$ cat config.mk
export PLATFORM = sky130hd
export DESIGN_NAME = start_signal_char_frame_extractor_top
export DESIGN_NICKNAME = d
export VERILOG_FILES = /design/src/hdl/scfx_pkg.sv /design/src/hdl/scfx_dp.sv /design/src/hdl/scfx_ctrl.sv /design/src/hdl/start_signal_char_frame_extractor_top.sv
export SDC_FILE = /design/constraint.sdc
export NUM_CORES = 1
export LEC_CHECK = 0
export BUFFER_PORTS_ARGS = -buffer_cell sky130_fd_sc_hd__buf_4
export CORE_MARGIN = 1.5
export CORE_UTILIZATION = 33
export CTS_CLUSTER_DIAMETER = 80
export DETAILED_ROUTE_END_ITERATION = 10
export SYNTH_ARGS = -nofsm -noshare
export SYNTH_HDL_FRONTEND = slang
export SYNTH_HIERARCHICAL = 1
export SYNTH_SLANG_ARGS = --single-unit
$ cat constraint.sdc
create_clock -name clk -period 3.8 [get_ports clk]
set_clock_uncertainty 0.2 [all_clocks]
set_input_delay 0.19 -clock clk [delete_from_list [all_inputs] [get_ports clk]]
set_output_delay 0.19 -clock clk [all_outputs]
set_load 0.01 [all_outputs]
$ cat src/hdl/scfx_pkg.sv
// Shared constants and controller/datapath interface types for the frame extractor.
package scfx_pkg;

    localparam int FRAME_MAX = 32;
    localparam int BUF_DEPTH = FRAME_MAX - 1;
    localparam int CNT_W     = $clog2(FRAME_MAX);
    localparam int ADDR_W    = $clog2(BUF_DEPTH);
    localparam int BYTE_W    = 8;
    localparam int CFG_IDX_W = 1;

    localparam logic [CFG_IDX_W-1:0] REG_START_CHAR = 1'd0;
    localparam logic [CFG_IDX_W-1:0] REG_END_CHAR   = 1'd1;

    localparam logic [BYTE_W-1:0] START_CHAR_RST = 8'd35;
    localparam logic [BYTE_W-1:0] END_CHAR_RST   = 8'd33;

    typedef struct packed {
        logic open_frame;
        logic store_byte;
        logic start_dump;
        logic load_out;
        logic advance;
        logic finish;
    } scfx_cmd_t;

    typedef struct packed {
        logic is_start;
        logic is_end;
        logic more;
        logic dropped;
    } scfx_sts_t;

endpackage

$ cat src/hdl/scfx_dp.sv
// Datapath: configuration registers, frame buffer, fill count and output byte register.
module scfx_dp
    import scfx_pkg::*;
(
    input  logic                 clk,
    input  logic                 rst_n,
    input  logic                 cfg_we,
    input  logic [CFG_IDX_W-1:0] cfg_index,
    input  logic [BYTE_W-1:0]    cfg_data,
    input  logic [BYTE_W-1:0]    in_byte,
    input  scfx_cmd_t            cmd,
    output scfx_sts_t            sts,
    output logic [BYTE_W-1:0]    out_byte
);

    logic [BYTE_W-1:0] start_char_reg;
    logic [BYTE_W-1:0] end_char_reg;
    logic [CNT_W-1:0]  fill_count_reg;
    logic [CNT_W-1:0]  fill_count_next;
    logic [CNT_W-1:0]  rd_ptr_reg;
    logic [CNT_W-1:0]  rd_ptr_next;
    logic              dropped_reg;
    logic              dropped_next;
    logic [BYTE_W-1:0] out_byte_reg;
    logic              full;
    logic [BYTE_W-1:0] frame_mem [BUF_DEPTH];

    always_ff @(posedge clk or negedge rst_n)
    begin
        if (!rst_n)
        begin
            start_char_reg <= START_CHAR_RST;
            end_char_reg   <= END_CHAR_RST;
        end
        else if (cfg_we)
        begin
            case (cfg_index)
                REG_START_CHAR: start_char_reg <= cfg_data;
                REG_END_CHAR:   end_char_reg   <= cfg_data;
                default:        ;
            endcase
        end
    end

    assign full         = (fill_count_reg == CNT_W'(BUF_DEPTH));
    assign sts.is_start = (in_byte == start_char_reg);
    assign sts.is_end   = (in_byte == end_char_reg);
    assign sts.more     = (rd_ptr_reg < fill_count_reg);
    assign sts.dropped  = dropped_reg;

    always_comb
    begin
        fill_count_next = fill_count_reg;
        dropped_next    = dropped_reg;
        rd_ptr_next     = rd_ptr_reg;
        if (cmd.open_frame)
        begin
            fill_count_next = CNT_W'(1);
            dropped_next    = 1'b0;
        end
        else if (cmd.store_byte)
        begin
            if (full)
                dropped_next = 1'b1;
            else
                fill_count_next = fill_count_reg + CNT_W'(1);
        end
        if (cmd.start_dump)
            rd_ptr_next = '0;
        else if (cmd.advance)
            rd_ptr_next = rd_ptr_reg + CNT_W'(1);
        if (cmd.finish)
        begin
            fill_count_next = '0;
            dropped_next    = 1'b0;
        end
    end

    always_ff @(posedge clk or negedge rst_n)
    begin
        if (!rst_n)
        begin
            fill_count_reg <= '0;
            dropped_reg    <= 1'b0;
            rd_ptr_reg     <= '0;
        end
        else
        begin
            fill_count_reg <= fill_count_next;
            dropped_reg    <= dropped_next;
            rd_ptr_reg     <= rd_ptr_next;
        end
    end

    // The start byte always lands at the base of the buffer.
    always_ff @(posedge clk)
    begin
        if (cmd.open_frame)
            frame_mem[0] <= in_byte;
        else if (cmd.store_byte && !full)
            frame_mem[fill_count_reg[ADDR_W-1:0]] <= in_byte;
    end

    // Once the stored bytes are exhausted, the end byte is the end character itself.
    always_ff @(posedge clk)
    begin
        if (cmd.load_out)
        begin
            if (sts.more)
                out_byte_reg <= frame_mem[rd_ptr_reg[ADDR_W-1:0]];
            else
                out_byte_reg <= end_char_reg;
        end
    end

    assign out_byte = out_byte_reg;

endmodule

$ cat src/hdl/scfx_ctrl.sv
// Controller: frame reception and dump sequencing state machine.
module scfx_ctrl
    import scfx_pkg::*;
(
    input  logic      clk,
    input  logic      rst_n,
    input  logic      in_valid,
    output logic      in_ready,
    output logic      out_valid,
    output logic      out_last,
    input  logic      out_ready,
    input  scfx_sts_t sts,
    output scfx_cmd_t cmd
);

    localparam logic [2:0] S_IDLE = 3'd0;
    localparam logic [2:0] S_RECV = 3'd1;
    localparam logic [2:0] S_DUMP = 3'd2;
    localparam logic [2:0] S_OUT  = 3'd3;
    localparam logic [2:0] S_LAST = 3'd4;

    logic [2:0] state_reg;
    logic [2:0] state_next;
    logic       in_xfer;
    logic       out_xfer;

    assign in_ready  = (state_reg == S_IDLE) || (state_reg == S_RECV);
    assign out_valid = (state_reg == S_OUT) || (state_reg == S_LAST);
    assign out_last  = (state_reg == S_LAST);
    assign in_xfer   = in_valid && in_ready;
    assign out_xfer  = out_valid && out_ready;

    always_comb
    begin
        state_next = state_reg;
        cmd        = '0;
        case (state_reg)
            S_IDLE:
            begin
                if (in_xfer && sts.is_start)
                begin
                    cmd.open_frame = 1'b1;
                    state_next     = S_RECV;
                end
            end
            S_RECV:
            begin
                if (in_xfer)
                begin
                    // A start character wins over the end character when both match.
                    if (sts.is_start)
                        cmd.open_frame = 1'b1;
                    else if (sts.is_end)
                    begin
                        cmd.start_dump = 1'b1;
                        state_next     = S_DUMP;
                    end
                    else
                        cmd.store_byte = 1'b1;
                end
            end
            S_DUMP:
            begin
                cmd.load_out = 1'b1;
                state_next   = sts.more ? S_OUT : S_LAST;
            end
            S_OUT:
            begin
                if (out_xfer)
                begin
                    cmd.advance = 1'b1;
                    state_next  = S_DUMP;
                end
            end
            S_LAST:
            begin
                if (out_xfer)
                begin
                    cmd.finish = 1'b1;
                    state_next = S_IDLE;
                end
            end
            default:
            begin
                state_next = S_IDLE;
            end
        endcase
    end

    always_ff @(posedge clk or negedge rst_n)
    begin
        if (!rst_n)
            state_reg <= S_IDLE;
        else
            state_reg <= state_next;
    end

endmodule

$ cat src/hdl/start_signal_char_frame_extractor_top.sv
// Top level of the start/end character frame extractor.
//
// Usage: received bytes enter on the s_axis channel, one byte per transfer.
// Bytes are discarded until the start character arrives; the start byte and
// the bytes after it are held in a 31-byte buffer. When the end character
// arrives, the frame from start byte through end byte leaves on the m_axis
// channel, one byte per transfer, with tlast on the end byte and tuser set
// on every byte of a frame that lost bytes to a full buffer.
// The cfg channel writes start_char (index 0) and end_char (index 1); it is
// always ready. The user must write it only while no frame is being emitted;
// the block itself does not enforce this. A byte that does not close a frame
// is accepted without stalling. A closing byte is followed by a dump of n+1
// output transfers, n the stored byte count; each one reads the buffer into
// the output register, then makes the transfer, since the buffer has a single
// read port. s_tready is low during the dump.
// Reset returns to idle with an empty buffer and the default characters
// '#' and '!'. A stalled receiver simply holds the output byte in place.
module start_signal_char_frame_extractor_top
    import scfx_pkg::*;
(
    input  logic                 clk,
    input  logic                 rst_n,
    input  logic                 s_tvalid,
    output logic                 s_tready,
    input  logic [7:0]           s_tdata,    // [7:0] rx_byte
    output logic                 m_tvalid,
    input  logic                 m_tready,
    output logic [7:0]           m_tdata,    // [7:0] frame_byte
    output logic                 m_tlast,
    output logic                 m_tuser,    // [0] frame_overflow
    input  logic                 cfg_valid,
    output logic                 cfg_ready,
    input  logic [CFG_IDX_W-1:0] cfg_index,
    input  logic [BYTE_W-1:0]    cfg_data
);

    scfx_cmd_t cmd;
    scfx_sts_t sts;

    assign cfg_ready = 1'b1;
    assign m_tuser   = sts.dropped;

    scfx_ctrl u_ctrl
    (
        .clk       (clk),
        .rst_n     (rst_n),
        .in_valid  (s_tvalid),
        .in_ready  (s_tready),
        .out_valid (m_tvalid),
        .out_last  (m_tlast),
        .out_ready (m_tready),
        .sts       (sts),
        .cmd       (cmd)
    );

    scfx_dp u_dp
    (
        .clk       (clk),
        .rst_n     (rst_n),
        .cfg_we    (cfg_valid && cfg_ready),
        .cfg_index (cfg_index),
        .cfg_data  (cfg_data),
        .in_byte   (s_tdata),
        .cmd       (cmd),
        .sts       (sts),
        .out_byte  (m_tdata)
    );

endmodule
==> flow_summary.toml, run 1 <==
[drt]
vias_per_cell = 5.01
routed_wl_mm = 26.2
ant_nets = 0
first_iter_violations = 514
drc = 0
route.detailed.wl_per_inst_um = 21.5
firstDrtPassIters = 5
via_count = 6128

[timing]
worstMarginPinSlew_ns = 0.969
fmax_mhz = 300
slew_violations = 0
rsz0062_at_grt = "false"
hold_viol = 0
period_minus_slack_ns = 3.33
max_slew_margin_pct = 35.1
setup-tns-final_ns = 0
setup_viol_count_final = 0
min_period_over_period_pct = 87.7

[placement]
dpl.cell_count = 1150
place.gp.congestion = 0.857
io_buffers = 33
placed_area_um2 = 12700
dp_hpwl_mm = 17.0

[setup_path]
worstPathArrival_ns = 3.28
required_ns = 3.75
reg2reg_from = "u_ctrl/state_reg[0]"
timing_worst_setup_path_type = "primary input to flop"
cp-end-kind = "flop"
critPathLaunchType = "primary input"
crit_fanout = 33
reg2reg_slack_ns = 0.49
worstReg2RegEnd = "u_dp/frame_mem[4][7]"
worstRegToRegCells = 7

[cts]
clk_path_buf_depth = 3
cts_tree = "built"
htree_levels = 1
cts.clk_slew.worst_paths_ns = 0.07
clk_latency_ns = 0.55
root_buffer = "clkbuf_16"
cts.sinks = 286
cts_inserted_buffers = 29

[final_layout]
largest_register_ffs = 248
fin_nets = 775
largest-register = "u_dp/frame_mem"
multi_input_area_um2 = 3060
drive_gt1_share_pct = 27.3
fin_cells = 1223
area_growth_pct = 18.7
seqCellArea_um2 = 8450
nFillCells = 3104
finalInstanceArea_um2 = 13900
diodes = 0

[power]
vdd_drop_max_v = 0.000314
p_leak_nw = 4.53
cellPowerDensity_nw_per_um2 = 520

[floorplanning]
rows = 68
initial_core_util_pct = 33.7
fp.dieH_um = 192
core_area_um2 = 34800
ioPinCount = 35
die-area_um2 = 36700
die_w_um = 192

[outcome]
outcome = "completed"

[grt]
grt_remaining_overflow = 0
antenna_found_initial = 0
grt_util_all_layers_pct = 14.5
grt_max_degree = 52
grt_pass1_vias = 6172
grt_pass1_wl_mm = 39.0

[synth]
post-synth-top-area-cell = "edfxtp_1"
avgSynthCellArea_um2 = 17.9
yosys-top-cells-area = "edfxtp_1 65%, mux4_2 9.6%, dfrtp_1 5.3%"
yosysSeqAreaShare_pct = 71.9
synth_top_area_share_pct = 65.5
ys_ff_latch = 286
synthDistinctLibCells = 47
syn-num-nets = 684
yosys_warnings = 6
synth_common_cells = "256 x edfxtp_1, 52 x nor2_1, 50 x mux4_2"
synth_cells = 655
post-synth-top-count-cell = "edfxtp_1"
synthFlopType = "edfxtp_1"
synth_area_um2 = 11700
synth-edff-count = 256
ys_async_sr_fraction_pct = 10.5

[hold_path]
min_path_type = "primary input to flop"
hold_path_end = "u_dp/frame_mem[30][7]"
min_path_cells = 2
holdCritStartpoint = "s_tdata[7]"

[flow_run]
maxCapViolCount = 0
## report_power, final
part / switching [W] / total [W] / internal, W
registers: 0.0000909 / 0.00361 / 0.00352
logic: 0.000260 / 0.000472 / 0.000212
clock network: 0.00116 / 0.00316 / 0.00200
total: 0.00151 / 0.00724 / 0.00573
## timing repair
item	CTS	global route
setup endpoints to repair	0	0
endpoints found under the hold margin	129	0
hold buffers	20	0
buffers inserted	0	0
resized for setup	0	0
## cell families (layout without fill, tap and decap cells)
kind of cell / after synthesis / count (layout) / share of synthesized area (%)
compound gates: 65 / 65 / 3.99
xor+xnor: 23 / 23 / 1.72
fa+ha+maj: 7 / 7 / 0.746
buf+inv: 39 / 152 / 2.01
flops: 286 / 286 / 71.9
mux: 99 / 99 / 14.1
other cells: 1 / 1 / 0.0319
simple gates: 135 / 135 / 5.49
## how the worst max path moves through the flow
stage                              from                     to
detailed placement           s_tdata[5]   u_dp/frame_mem[4][1]
floorplan           u_ctrl/state_reg[1]  u_dp/frame_mem[13][0]
global route                 s_tdata[4]   u_dp/frame_mem[4][7]
CTS                          s_tdata[5]   u_dp/frame_mem[4][6]
global placement             s_tdata[5]   u_dp/frame_mem[4][1]
finish                       s_tdata[5]   u_dp/frame_mem[4][7]
## worst max-delay path, cell delays in order
cell           delay, ns
dlygate4sd3_1       0.52
buf_4               0.33
xnor2_1             0.13
nand4_1             0.11
nor2_1              0.08
nor2b_1             0.13
nor3b_2             0.20
nor2b_1             0.19
nor2b_1             0.28
and2_1              0.22
nand2_1             0.12
nor2_1              0.76
## cell usage in the layout, fill, tap and decap left out, types with 3 or more instances in the layout
master / instances
edfxtp_1: 256
a22o_1: 12
bufinv_16: 9
dfstp_2: 5
xor2_1: 4
dfrtp_1: 23
and2_1: 3
mux4_2: 50
a21oi_1: 10
clkinv_2: 3
mux2i_1: 19
nand2_1: 33
mux2_2: 30
a22oi_1: 12
a211oi_1: 8
o31ai_1: 6
clkbuf_16: 29
nand4_1: 7
o21ai_0: 8
dlygate4sd3_1: 19
inv_1: 6
nor3_1: 6
nand2b_1: 5
buf_4: 72
clkbuf_1: 5
nand3_1: 9
nor2_1: 52
xnor2_1: 19
clkinv_1: 6
nor2b_1: 8
ha_1: 7
## stage by stage
stage / worst slack [ns] / util (%) / hold slack [ns] / total power, W
3_5_place_dp: 0.477 / 36.4 / -0.0508 / 0.00413
4_1_cts: 0.443 / 40.0 / 0.0403 / 0.00730
5_1_grt: 0.289 / 40.0 / 0.0541 / 0.00747
6_report: 0.466 / 40.0 / 0.0543 / 0.00724
3_3_place_gp: 0.531 / 36.4 / -0.0496 / 0.00412
2_1_floorplan: 0.740 / - / -0.306 / 0.00394
## layout make-up
cell class              instances  area share, %
inverters                       6          0.162
repair buffers                 93           5.53
flip-flops and latches        286           60.7
clock buffers                  34           5.34
multi-input cells             330           22.0
well taps                     455           4.09
clock inverters                19           2.26
## metal layers
| metal | track usage, % | vias up | share of wire, % |
|---|---|---|---|
| met5 | 0 | - | 0 |
| met4 | 4.30 | 0 | 2.3 |
| met1 | 20.1 | 3180 | 45 |
| li1 | - | 2763 | - |
| met2 | 23.4 | 143 | 48 |
| met3 | 2.48 | 42 | 5.1 |
No activity file was read; power rests on OpenSTA's default activity.
==> run 2: changes to the inputs <==
==> constraint.sdc (replaced) <==
create_clock -name clk -period 3.2 [get_ports clk]
set_clock_uncertainty 0.2 [all_clocks]
set_input_delay 0.16 -clock clk [delete_from_list [all_inputs] [get_ports clk]]
set_output_delay 0.16 -clock clk [all_outputs]
set_load 0.01 [all_outputs]
==> run 2 against run 1 <==
Routed wire length rose by 2.4%. Final cell count is 1.4% higher. Die area is the same. Register-to-register slack lost 0.26 ns. Flip-flop and latch count unchanged. Combinational power increased by 25%. Design area is 0.24% lower. Critical path depth unchanged. Largest power group unchanged.
==> flow_summary.toml, run 2 (synthesis results as in run 1) <==
[timing]
min_period_over_period_pct = 92.7
fmax_mhz = 337
rsz0062_at_grt = "true"
slew_violations = 0
hold_viol = 0
max_slew_margin_pct = 36.3
hold_ws_ns = 0.0123
setup_viol_count_final = 0
fin_ws_ns = 0.233
period_minus_slack_ns = 2.97
worstMarginPinSlew_ns = 0.954

[setup_path]
reg2reg_from = "u_dp/start_char_reg[5]"
worstRegToRegCells = 12
required_ns = 3.24
timing_worst_setup_path_type = "flop to flop"
reg2reg_slack_ns = 0.23
critPathLaunchType = "flop"
cp-end-kind = "flop"
crit_fanout = 9
worstReg2RegEnd = "u_dp/frame_mem[7][7]"
worstPathArrival_ns = 3.00

[power]
power.total_w = 0.00796
p_leak_nw = 4.54
clkPwrFrac_pct = 38.8
internal-power_w = 0.00621
p_seq_share_pct = 53.8
cellPowerDensity_nw_per_um2 = 573
p_switching_w = 0.00175
swShare_pct = 21.9
p_comb_share_pct = 7.4
vdd_drop_max_v = 0.000401

[drt]
ant_nets = 0
via_count = 6229
vias_per_cell = 5.02
routed_wl_mm = 26.9
drc = 0
route.detailed.wl_per_inst_um = 21.7
first_iter_violations = 558
firstDrtPassIters = 5

[final_layout]
largest-register = "u_dp/frame_mem"
layout_common_cells = "256 x edfxtp_1, 92 x buf_4, 51 x nor2_1"
drive_gt1_share_pct = 29.0
utilization_pct = 39.9
area_growth_pct = 18.4
largest_register_ffs = 248
fin_nets = 794
finalInstanceArea_um2 = 13900
diodes = 0
final_common_cell = "edfxtp_1"

[cts]
cts_inserted_buffers = 29
clk_latency_ns = 0.54
postCtsSetupRepairBufs = 0
cts.clk_slew.worst_paths_ns = 0.06
clk_path_buf_depth = 3
root_buffer = "clkbuf_16"
cts_tree = "built"
cts.sinks = 286
htree_levels = 1

[floorplanning]
core_area_um2 = 34800
initial_core_util_pct = 33.7
fp.dieH_um = 192
rows = 68
die_w_um = 192
ioPinCount = 35
die-area_um2 = 36700

[placement]
dp_hpwl_mm = 17.8
placed_area_um2 = 12800
place.gp.congestion = 0.846
io_buffers = 33
place_ws_ns = 0.290

[grt]
grt_max_degree = 32
antenna_found_initial = 1
grt_remaining_overflow = 0
grt_pass1_wl_mm = 40.5
grt_pass1_vias = 6478
grt_util_all_layers_pct = 15.1

[hold_path]
holdCritStartpoint = "s_tdata[6]"
min_path_cells = 2
hold_path_end = "u_dp/frame_mem[26][6]"
min_path_type = "primary input to flop"

[outcome]
outcome = "completed"

[flow_run]
maxCapViolCount = 0
-- run 2: how the worst max path moves through the flow --
stage	slack (ns)	from	endpoint	cells past startpoint
2_1_floorplan	0.14	u_ctrl/state_reg[1]	u_dp/frame_mem[13][0]	10
3_3_place_gp	0.29	u_dp/start_char_reg[5]	u_dp/frame_mem[7][1]	12
3_5_place_dp	0.29	u_dp/start_char_reg[5]	u_dp/frame_mem[11][4]	12
4_1_cts	0.26	u_dp/start_char_reg[5]	u_dp/frame_mem[11][7]	12
5_1_grt	-0.002	u_dp/start_char_reg[5]	u_dp/frame_mem[10][2]	12
6_report	0.23	u_dp/start_char_reg[5]	u_dp/frame_mem[7][7]	12
-- run 2: per-layer routing --
| layer | vias up | share of wire [%] | track usage (%) |
|---|---|---|---|
| met5 | - | 0 | 0 |
| met4 | 0 | 1.9 | 3.67 |
| met3 | 34 | 4.9 | 2.01 |
| met2 | 187 | 48 | 25.3 |
| met1 | 3216 | 45 | 20.9 |
| li1 | 2792 | - | - |
-- run 2: repair_timing --
item / CTS / global route
hold buffers: 18 / 0
resized for setup: 0 / 2
hold endpoints to repair: 61 / 0
endpoints found under the setup margin: 0 / 6
-- run 2: power by group through the flow --
stage          sequential [W]  combinational, W  clock (W)
2_1_floorplan         0.00432          0.000352          0
3_3_place_gp          0.00435          0.000562          0
3_5_place_dp          0.00435          0.000569          0
4_1_cts               0.00428          0.000594    0.00315
5_1_grt               0.00429          0.000647    0.00330
6_report              0.00428          0.000588    0.00309
-- run 2: metrics by stage --
| step | TNS, ns | cells |
|---|---|---|
| after floorplan | 0 | 655 |
| after global placement | 0 | 1171 |
| after detailed placement | 0 | 1171 |
| after CTS | 0 | 1240 |
| after global routing | -0.00795 | 1240 |
| final | 0 | 1240 |
-- run 2: worst max-delay path, cell delays in order, from the launching register on --
cell	delay, ns
dfstp_2	0.53
xnor2_1	0.06
nand4_1	0.13
nor2_1	0.09
nor2b_1	0.13
nor3b_2	0.21
nor2b_1	0.18
nor2b_1	0.21
buf_4	0.19
and2_1	0.17
nand2_1	0.14
nor2_1	0.20
buf_4	0.22
-- run 2: cell type report --
cell class	instances	area, um^2
fill	3134	20900
sequential	286	8450
multi-input combinational	330	3070
timing repair buffer	112	921
clock buffer	41	822
tap	455	569
clock inverter	10	46.3
inverter	6	22.5
